--- src/hw/rtl/fpsr_pkg.sv ---
// shared constants, opcodes and types for the frame parser stability ring
package fpsr_pkg;

  localparam int unsigned RingDepth = 16;
  localparam int unsigned RingAw    = $clog2(RingDepth);

  localparam logic [7:0] HeadA       = 8'hAA;
  localparam logic [7:0] HeadB       = 8'hBB;
  localparam logic [7:0] TailC       = 8'hCC;
  localparam logic [7:0] SideMax     = 8'd8;
  localparam logic [7:0] CountMax    = 8'hFF;
  localparam logic [7:0] RepeatReset = 8'd3;

  typedef enum logic [2:0] {
    OP_BYTE    = 3'd0,
    OP_ARM     = 3'd1,
    OP_RELEASE = 3'd2,
    OP_POP     = 3'd3,
    OP_LATEST  = 3'd4,
    OP_FLUSH   = 3'd5,
    OP_STABLE  = 3'd6,
    OP_PAIR    = 3'd7
  } op_e;

  typedef struct packed {
    logic [31:0] stamp;
    logic [3:0]  left;
    logic [3:0]  right;
  } entry_t;

  typedef struct packed {
    logic push;
    logic pop;
    logic latest;
    logic flush;
  } ring_cmd_t;

  typedef struct packed {
    logic feed;
    logic arm;
    logic disarm;
  } det_cmd_t;

  typedef struct packed {
    logic   locked;
    logic   pair_flag;
    logic   locked_nxt;
    logic   pair_nxt;
    entry_t stable_entry;
    entry_t pair_entry;
  } det_stat_t;

endpackage

--- src/hw/rtl/fpsr_parser.sv ---
// byte-level frame parser with header restart and side range check
module fpsr_parser (
  input  logic       clk_i,
  input  logic       rst_ni,
  input  logic       step_i,
  input  logic [7:0] byte_i,
  output logic       frame_ok_o,
  output logic [3:0] left_o,
  output logic [3:0] right_o
);
  import fpsr_pkg::*;

  localparam logic [2:0] PhHunt  = 3'd0;
  localparam logic [2:0] PhHeadB = 3'd1;
  localparam logic [2:0] PhLeft  = 3'd2;
  localparam logic [2:0] PhRight = 3'd3;
  localparam logic [2:0] PhTail  = 3'd4;

  logic [2:0] phase_q, phase_d;
  logic [7:0] left_q, left_d;
  logic [7:0] right_q, right_d;
  logic       sides_ok;

  assign sides_ok = (left_q <= SideMax) && (right_q <= SideMax) &&
                    ((left_q != 8'd0) || (right_q != 8'd0));

  always_comb begin
    phase_d    = phase_q;
    left_d     = left_q;
    right_d    = right_q;
    frame_ok_o = 1'b0;
    if (step_i) begin
      case (phase_q)
        PhHunt: begin
          if (byte_i == HeadA) phase_d = PhHeadB;
        end
        PhHeadB: begin
          if (byte_i == HeadB) phase_d = PhLeft;
          else if (byte_i != HeadA) phase_d = PhHunt;
        end
        PhLeft: begin
          left_d  = byte_i;
          phase_d = PhRight;
        end
        PhRight: begin
          right_d = byte_i;
          phase_d = PhTail;
        end
        default: begin
          if (byte_i == TailC) begin
            phase_d    = PhHunt;
            frame_ok_o = sides_ok;
          end else if (byte_i == HeadA) begin
            phase_d = PhHeadB;
          end else begin
            phase_d = PhHunt;
          end
        end
      endcase
    end
  end

  assign left_o  = left_q[3:0];
  assign right_o = right_q[3:0];

  always_ff @(posedge clk_i or negedge rst_ni) begin
    if (!rst_ni) begin
      phase_q <= PhHunt;
      left_q  <= 8'd0;
      right_q <= 8'd0;
    end else begin
      phase_q <= phase_d;
      left_q  <= left_d;
      right_q <= right_d;
    end
  end

endmodule

--- src/hw/rtl/fpsr_ring.sv ---
// overwrite-oldest entry ring with pop, read-latest and flush
module fpsr_ring (
  input  logic                clk_i,
  input  logic                rst_ni,
  input  fpsr_pkg::ring_cmd_t cmd_i,
  input  fpsr_pkg::entry_t    entry_i,
  output logic                rd_ok_o,
  output fpsr_pkg::entry_t    rd_entry_o,
  output logic [3:0]          held_o
);
  import fpsr_pkg::*;

  entry_t            mem [RingDepth];
  logic [RingAw-1:0] wr_q, wr_d;
  logic [RingAw-1:0] rd_q, rd_d;
  logic [RingAw-1:0] last_slot;
  logic [RingAw-1:0] rd_addr;
  logic [RingAw-1:0] wr_nxt;
  logic [RingAw:0]   count;
  logic              empty;

  function automatic logic [RingAw-1:0] slot_next(input logic [RingAw-1:0] s);
    if (s == RingAw'(RingDepth - 1)) return '0;
    else return s + RingAw'(1);
  endfunction

  assign empty     = (rd_q == wr_q);
  assign last_slot = (wr_q == '0) ? RingAw'(RingDepth - 1) : wr_q - RingAw'(1);
  assign rd_addr   = cmd_i.latest ? last_slot : rd_q;
  assign rd_entry_o = mem[rd_addr];
  assign rd_ok_o   = (cmd_i.pop || cmd_i.latest) && !empty;
  assign wr_nxt    = slot_next(wr_q);

  always_comb begin
    wr_d = wr_q;
    rd_d = rd_q;
    if (cmd_i.push) begin
      wr_d = wr_nxt;
      if (wr_nxt == rd_q) rd_d = slot_next(rd_q);
    end else if (cmd_i.pop && !empty) begin
      rd_d = slot_next(rd_q);
    end else if ((cmd_i.latest && !empty) || cmd_i.flush) begin
      rd_d = wr_q;
    end
  end

  always_comb begin
    if (wr_d >= rd_d) count = {1'b0, wr_d} - {1'b0, rd_d};
    else count = {1'b0, wr_d} + (RingAw + 1)'(RingDepth) - {1'b0, rd_d};
  end

  assign held_o = 4'(count);

  always_ff @(posedge clk_i) begin
    if (cmd_i.push) mem[wr_q] <= entry_i;
  end

  always_ff @(posedge clk_i or negedge rst_ni) begin
    if (!rst_ni) begin
      wr_q <= '0;
      rd_q <= '0;
    end else begin
      wr_q <= wr_d;
      rd_q <= rd_d;
    end
  end

endmodule

--- src/hw/rtl/fpsr_detector.sv ---
// stability and complete-pair detector
module fpsr_detector (
  input  logic                clk_i,
  input  logic                rst_ni,
  input  fpsr_pkg::det_cmd_t  cmd_i,
  input  logic [7:0]          repeat_needed_i,
  input  fpsr_pkg::entry_t    entry_i,
  output fpsr_pkg::det_stat_t stat_o
);
  import fpsr_pkg::*;

  logic       armed_q, armed_d;
  logic       locked_q, locked_d;
  logic [7:0] count_q, count_d;
  logic [7:0] cand_q, cand_d;
  entry_t     stable_q, stable_d;
  logic       pair_q, pair_d;
  entry_t     pair_entry_q, pair_entry_d;
  logic [7:0] pair_code;

  assign pair_code = {entry_i.left, entry_i.right};

  always_comb begin
    armed_d      = armed_q;
    locked_d     = locked_q;
    count_d      = count_q;
    cand_d       = cand_q;
    stable_d     = stable_q;
    pair_d       = pair_q;
    pair_entry_d = pair_entry_q;
    if (cmd_i.arm || cmd_i.disarm) begin
      armed_d      = cmd_i.arm;
      locked_d     = 1'b0;
      count_d      = 8'd0;
      cand_d       = 8'd0;
      stable_d     = '0;
      pair_d       = 1'b0;
      pair_entry_d = '0;
    end else if (cmd_i.feed && armed_q) begin
      if (!pair_q && (entry_i.left != 4'd0) && (entry_i.right != 4'd0)) begin
        pair_d       = 1'b1;
        pair_entry_d = entry_i;
      end
      if (!locked_q) begin
        if ((count_q != 8'd0) && (cand_q == pair_code)) begin
          if (count_q != CountMax) count_d = count_q + 8'd1;
        end else begin
          cand_d  = pair_code;
          count_d = 8'd1;
        end
        if (count_d >= repeat_needed_i) begin
          stable_d = entry_i;
          locked_d = 1'b1;
        end
      end
    end
  end

  always_comb begin
    stat_o.locked       = locked_q;
    stat_o.pair_flag    = pair_q;
    stat_o.locked_nxt   = locked_d;
    stat_o.pair_nxt     = pair_d;
    stat_o.stable_entry = stable_q;
    stat_o.pair_entry   = pair_entry_q;
  end

  always_ff @(posedge clk_i or negedge rst_ni) begin
    if (!rst_ni) begin
      armed_q      <= 1'b0;
      locked_q     <= 1'b0;
      count_q      <= 8'd0;
      cand_q       <= 8'd0;
      stable_q     <= '0;
      pair_q       <= 1'b0;
      pair_entry_q <= '0;
    end else begin
      armed_q      <= armed_d;
      locked_q     <= locked_d;
      count_q      <= count_d;
      cand_q       <= cand_d;
      stable_q     <= stable_d;
      pair_q       <= pair_d;
      pair_entry_q <= pair_entry_d;
    end
  end

endmodule

--- src/hw/rtl/frame_parser_stability_ring.sv ---
// top level: input beat register, parser, ring, detector and result register
// Takes one beat per clock while the master side is not stalling and returns
// exactly one result beat for each. An accepted beat waits in the input register
// until the result register is free or being taken, and its result is then
// registered there. Every beat is handled in a single pass between the input
// register and the result register. The ring and detector state is updated at the
// edge that loads the result, so a following beat sees it at once. The ring has 16 slots
// and holds up to 15 frames, dropping the oldest on overflow; it needs no
// clearing pass after reset. While a finished result waits, the input register
// still takes one more beat. After that s_axis_tready stays low until
// m_axis_tready returns, and s_axis_tready follows m_axis_tready combinationally.
module frame_parser_stability_ring (
  input  logic        clk_i,
  input  logic        rst_ni,
  input  logic        cfg_we_i,
  input  logic [7:0]  cfg_wdata_i,     // stable_repeat_needed
  input  logic        s_axis_tvalid,
  output logic        s_axis_tready,
  input  logic [39:0] s_axis_tdata,    // data_byte, now_ms
  input  logic [2:0]  s_axis_tuser,    // opcode
  output logic        m_axis_tvalid,
  input  logic        m_axis_tready,
  output logic [47:0] m_axis_tdata,    // out_left, out_right, out_time, entries_held,
                                       // frame_accepted, stable_locked, pair_seen
  output logic [0:0]  m_axis_tuser     // read_ok
);
  import fpsr_pkg::*;

  logic        in_valid_q;
  op_e         in_op_q;
  logic [7:0]  in_byte_q;
  logic [31:0] in_now_q;
  logic [7:0]  repeat_q;

  logic        out_valid_q;
  logic [47:0] out_data_q;
  logic        out_ok_q;

  logic        go;
  logic        s_accept;
  logic        frame_ok;
  logic [3:0]  p_left, p_right;
  ring_cmd_t   ring_cmd;
  det_cmd_t    det_cmd;
  det_stat_t   det_stat;
  entry_t      new_entry;
  entry_t      ring_entry;
  logic        ring_ok;
  logic [3:0]  held;
  logic        res_ok;
  entry_t      res_entry;

  assign go            = in_valid_q && (!out_valid_q || m_axis_tready);
  assign s_axis_tready = !in_valid_q || go;
  assign s_accept      = s_axis_tvalid && s_axis_tready;

  assign new_entry = '{stamp: in_now_q, left: p_left, right: p_right};

  fpsr_parser u_parser (
    .clk_i      (clk_i),
    .rst_ni     (rst_ni),
    .step_i     (go && (in_op_q == OP_BYTE)),
    .byte_i     (in_byte_q),
    .frame_ok_o (frame_ok),
    .left_o     (p_left),
    .right_o    (p_right)
  );

  always_comb begin
    ring_cmd      = '0;
    det_cmd       = '0;
    ring_cmd.push = frame_ok;
    det_cmd.feed  = frame_ok;
    if (go) begin
      case (in_op_q)
        OP_ARM: begin
          det_cmd.arm    = 1'b1;
          ring_cmd.flush = 1'b1;
        end
        OP_RELEASE: det_cmd.disarm    = 1'b1;
        OP_POP:     ring_cmd.pop      = 1'b1;
        OP_LATEST:  ring_cmd.latest   = 1'b1;
        OP_FLUSH:   ring_cmd.flush    = 1'b1;
        default: ;
      endcase
    end
  end

  fpsr_ring u_ring (
    .clk_i      (clk_i),
    .rst_ni     (rst_ni),
    .cmd_i      (ring_cmd),
    .entry_i    (new_entry),
    .rd_ok_o    (ring_ok),
    .rd_entry_o (ring_entry),
    .held_o     (held)
  );

  fpsr_detector u_detector (
    .clk_i           (clk_i),
    .rst_ni          (rst_ni),
    .cmd_i           (det_cmd),
    .repeat_needed_i (repeat_q),
    .entry_i         (new_entry),
    .stat_o          (det_stat)
  );

  always_comb begin
    res_ok    = 1'b0;
    res_entry = '0;
    case (in_op_q)
      OP_POP, OP_LATEST: begin
        res_ok    = ring_ok;
        res_entry = ring_entry;
      end
      OP_STABLE: begin
        res_ok    = det_stat.locked;
        res_entry = det_stat.stable_entry;
      end
      OP_PAIR: begin
        res_ok    = det_stat.pair_flag;
        res_entry = det_stat.pair_entry;
      end
      default: ;
    endcase
    if (!res_ok) res_entry = '0;
  end

  always_ff @(posedge clk_i) begin
    if (s_accept) begin
      in_op_q   <= op_e'(s_axis_tuser);
      in_byte_q <= s_axis_tdata[7:0];
      in_now_q  <= s_axis_tdata[39:8];
    end
    if (go) begin
      out_ok_q   <= res_ok;
      out_data_q <= {1'b0, det_stat.pair_nxt, det_stat.locked_nxt, frame_ok, held,
                     res_entry.stamp, res_entry.right, res_entry.left};
    end
  end

  always_ff @(posedge clk_i or negedge rst_ni) begin
    if (!rst_ni) begin
      in_valid_q  <= 1'b0;
      out_valid_q <= 1'b0;
      repeat_q    <= RepeatReset;
    end else begin
      if (s_accept) in_valid_q <= 1'b1;
      else if (go) in_valid_q <= 1'b0;
      if (go) out_valid_q <= 1'b1;
      else if (m_axis_tready) out_valid_q <= 1'b0;
      if (cfg_we_i) repeat_q <= cfg_wdata_i;
    end
  end

  assign m_axis_tvalid   = out_valid_q;
  assign m_axis_tdata    = out_data_q;
  assign m_axis_tuser[0] = out_ok_q;

endmodule

--- config.mk ---
export PLATFORM = sky130hd
export DESIGN_NAME = frame_parser_stability_ring
export DESIGN_NICKNAME = d
export VERILOG_FILES = /design/src/hw/rtl/fpsr_pkg.sv /design/src/hw/rtl/fpsr_parser.sv /design/src/hw/rtl/fpsr_ring.sv /design/src/hw/rtl/fpsr_detector.sv /design/src/hw/rtl/frame_parser_stability_ring.sv
export SDC_FILE = /design/constraint.sdc
export NUM_CORES = 1
export LEC_CHECK = 0
export BUFFER_PORTS_ARGS = -buffer_cell sky130_fd_sc_hd__buf_2
export CORE_UTILIZATION = 45
export CTS_BUF_LIST = sky130_fd_sc_hd__clkbuf_16
export CTS_CLUSTER_DIAMETER = 200
export DETAILED_ROUTE_END_ITERATION = 6
export PLACE_DENSITY = 0.71
export SYNTH_ARGS = -nofsm -noshare
export SYNTH_HDL_FRONTEND = slang
export SYNTH_HIERARCHICAL = 1
export SYNTH_SLANG_ARGS = --single-unit
--- constraint.sdc ---
create_clock -name clk_i -period 17.8 [get_ports clk_i]
set_clock_uncertainty 0.2 [all_clocks]
set_input_delay 0.89 -clock clk_i [delete_from_list [all_inputs] [get_ports clk_i]]
set_output_delay 0.89 -clock clk_i [all_outputs]
set_load 0.05 [all_outputs]
==> impl_metrics.tcl <==
set metrics [dict create \
    status "complete, no violations" \
    drt_drc_violations_left 0 \
    async_set_or_reset_register_ratio_after_synthesis 0.1569 \
    synth-edff-count 731 \
    layout.filler_cells 6104 \
    max-cap-violations 0 \
    routed_wl_per_cell_um 27.42 \
    drt-initial-drc-count 2135 \
    die_height_um 283.8 \
    grt_antenna_before_repair 2 \
    routabilityCongestion 0.7747 \
    post_cts.resized_instances 0 \
    worstPathArrival_ps 5630 \
    finalSetupViolCount 0 \
    clockRootBuffer "sky130_fd_sc_hd__clkbuf_16" \
    crit_chain "buf_4 > nor3b_4 > and3_1 > mux2i_4 > buf_12 > buf_4 > mux4_2 > mux2i_1 > mux2i_1 > mux2_2 > nand2_1 > a21oi_1" \
    finalHoldViolCount 0 \
    min_period_over_period 0.3074 \
    clock_sink_count 867 \
    core_area_um2 77980 \
    num_rows 102 \
    detailroute.via_count 19550 \
    routed_wl_mm 88.36 \
    timing.setup.critical_path_class "reg -> reg" \
    endpoint_class_of_the_critical_path "flop" \
    ys_dominant_reg_cell "sky130_fd_sc_hd__edfxtp_1" \
    max_freq_mhz 182.7 \
    synth_cell_type_count 85 \
    vias_in_the_first_global_route 20080 \
    synthDominantAreaCellType "sky130_fd_sc_hd__edfxtp_1" \
    synth.top_cell.area_share 0.6142 \
    postSynthRegisterBits 867 \
    cts_hold_buffers 0 \
    power.total_w 0.004083 \
    worst_hold_slack_ps 74.09 \
    final_design_area_no_fill_um2 39830 \
    cp_data_required_time_ps 17960 \
    timing.final.max_slew_violations 0 \
    cts_inserted_buffers 83 \
    final.min_clock_period_ps 5472 \
    boundaryPins 107 \
    track_usage 0.2185 \
    tritoncts_clock_tree "built" \
    detailedPlacementHpwl_mm 42.46 \
    slowest_cell_on_the_critical_path "sky130_fd_sc_hd__buf_4" \
    layout-drive-gt1-share 0.2501 \
    die-width_um 283.8 \
    area_delta_synth_final_pct 11.46 \
    yosys_warnings 6 \
    globalRouteOverflowTotal 0 \
    final_nets 2190 \
    clock_latency_ps 640 \
    synthTopCellsByCount "sky130_fd_sc_hd__edfxtp_1 (731), sky130_fd_sc_hd__nand2_1 (173), sky130_fd_sc_hd__mux4_2 (160)" \
    pin_count_of_the_biggest_net_entering_global_routing 161 \
    cts_setup_buffers 0 \
    numPortBuffers 105 \
    max_stage_delay_ps 890 \
    synth.avg_cell_area_um2 17.64 \
    cts.path.max_buffers 3 \
    clk_transition_reported_paths_ps 70 \
    initial_core_util 0.4583 \
    drtPass1Iterations 7 \
    ys_seq_area_frac 0.7095 \
    synthCells 2026 \
    grt_setup_unrepaired "false" \
    worst_pin_slew_ps 1180 \
    syn_nets 2102 \
    power-per-cell-area_nw_per_um2 102.5 \
    antenna_cells 0 \
    type_of_the_most_critical_hold_path "in -> async" \
    cp-start-kind "flop" \
    route.antenna.remaining_nets 0 \
    syn-cell-area_um2 35740 \
    path_max_fanout 112 \
    clock_tree.htree_level_count 3 \
    placed_area_um2 37240 \
    grt_pass1_wl_mm 130.3 \
    max_slew_margin 0.2134 \
    cellLeakagePower_nw 13.80 \
    vdd_drop_max_mv 0.06608 \
    synthMostInstantiatedCell "sky130_fd_sc_hd__edfxtp_1" \
    synthTopCellsByArea "sky130_fd_sc_hd__edfxtp_1 (61%), sky130_fd_sc_hd__mux4_2 (10%), sky130_fd_sc_hd__dfrtp_1 (9.4%)" \
    fin_setup_tns_ps 0 \
    via_density_per_instance 6.066 \
    die_area_um2 80550 \
]
==> flip-flops by register name, indices dropped and copies added, names as in the netlist <==
name and count:
u_ring/mem 640, m_axis_tvalid 1, u_detector/armed_q 1, u_ring/rd_q 4, in_op_q 3, u_ring/wr_q 4
u_detector/count_q 8, m_axis_tdata 47, u_detector/locked_q 1, u_detector/pair_q 1, u_parser/right_q 8, in_valid_q 1
u_parser/left_q 8, m_axis_tuser 1, in_now_q 32, in_byte_q 8, u_detector/cand_q 8, u_detector/stat_o 80
u_parser/phase_q 3, repeat_q 8
==> per-stage QoR <==
| stage | setup WS [ps] | std cells | util |
|---|---|---|---|
| after detailed placement | 12000 | 3069 | 0.4776 |
| after floorplan | 11310 | 2026 | - |
| after CTS | 12220 | 3223 | 0.5108 |
| after global placement | 12030 | 3069 | 0.4776 |
| after global routing | 11900 | 3223 | 0.5108 |
| final | 12330 | 3223 | 0.5108 |
==> kinds of logic after synthesis <==
family | synth area share
flip-flops | 0.7095
other | 0.0001049
adder cells (fa/ha/maj) | 0.007212
AO/OA/AOI/OAI | 0.04636
multiplexers | 0.1617
AND/OR/NAND/NOR | 0.04310
buffers and inverters | 0.02615
XOR/XNOR | 0.005847
==> layout make-up <==
cell class                 instances  area [µm²]  area share
clock inverter                    70       489.2     0.01228
timing repair buffer             144       849.6     0.02133
multi-input combinational        989        9623      0.2416
sequential                       867       25360      0.6366
inverter                          29       108.9    0.002733
clock buffer                      84        2102     0.05277
tap                             1040        1301     0.03267
==> per-layer routing <==
metal | GRT usage | vias to the layer above | wire [µm]
met3 | 0.03810 | 204 | 8146
met2 | 0.3634 | 1067 | 43520
met5 | 0 | - | 13
met1 | 0.2859 | 10140 | 33760
met4 | 0.08649 | 2 | 2922
li1 | - | 8134 | -
==> power by group <==
| group | switching (W) | internal (W) |
|---|---|---|
| clock network | 0.000750 | 0.000935 |
| registers | 0.0000289 | 0.00222 |
| logic | 0.000102 | 0.0000470 |
==> path summary, 6_finish.rpt <==
path	depth (start not counted)	endpoint	startpoint	slack, ps
max	12	m_axis_tdata[16]	in_op_q[2]	12330
min	1	repeat_q[5]	rst_ni	70
max reg2reg	12	m_axis_tdata[16]	in_op_q[2]	12330
min reg2reg	1	u_detector/armed_q	u_detector/armed_q	300
max in group asynchronous	2	u_detector/stat_o[61]	rst_ni	15800
min in group clk_i	1	in_now_q[6]	s_axis_tdata[14]	220
==> cells in the final DEF (no fill, tap or decap), types with 6 or more instances in the layout <==
cell / instances
sky130_fd_sc_hd__edfxtp_1: 731
sky130_fd_sc_hd__nand2_1: 172
sky130_fd_sc_hd__mux4_2: 160
sky130_fd_sc_hd__mux2i_1: 139
sky130_fd_sc_hd__dfrtp_1: 134
sky130_fd_sc_hd__a21oi_1: 133
sky130_fd_sc_hd__buf_2: 104
sky130_fd_sc_hd__clkbuf_16: 84
sky130_fd_sc_hd__mux2_2: 65
sky130_fd_sc_hd__inv_1: 45
sky130_fd_sc_hd__a32oi_1: 40
sky130_fd_sc_hd__buf_4: 37
sky130_fd_sc_hd__nand3_1: 34
sky130_fd_sc_hd__o21ai_0: 29
sky130_fd_sc_hd__nor2_1: 26
sky130_fd_sc_hd__ha_1: 19
sky130_fd_sc_hd__clkinv_1: 18
sky130_fd_sc_hd__clkinv_2: 16
sky130_fd_sc_hd__xor2_1: 14
sky130_fd_sc_hd__nor2_4: 13
sky130_fd_sc_hd__o21ai_1: 12
sky130_fd_sc_hd__xnor2_1: 8
sky130_fd_sc_hd__and3_1: 6
sky130_fd_sc_hd__a211oi_1: 6
==> worst max-delay path: cells and delay by family (launching register included) <==
family / cells / cell delay [ps]
buffers and inverters: 3 / 1800
multiplexers: 5 / 1590
AND/OR/NAND/NOR: 3 / 910
flip-flops: 1 / 320
AO/OA/AOI/OAI: 1 / 70
No activity file was read; power rests on OpenSTA's default activity.
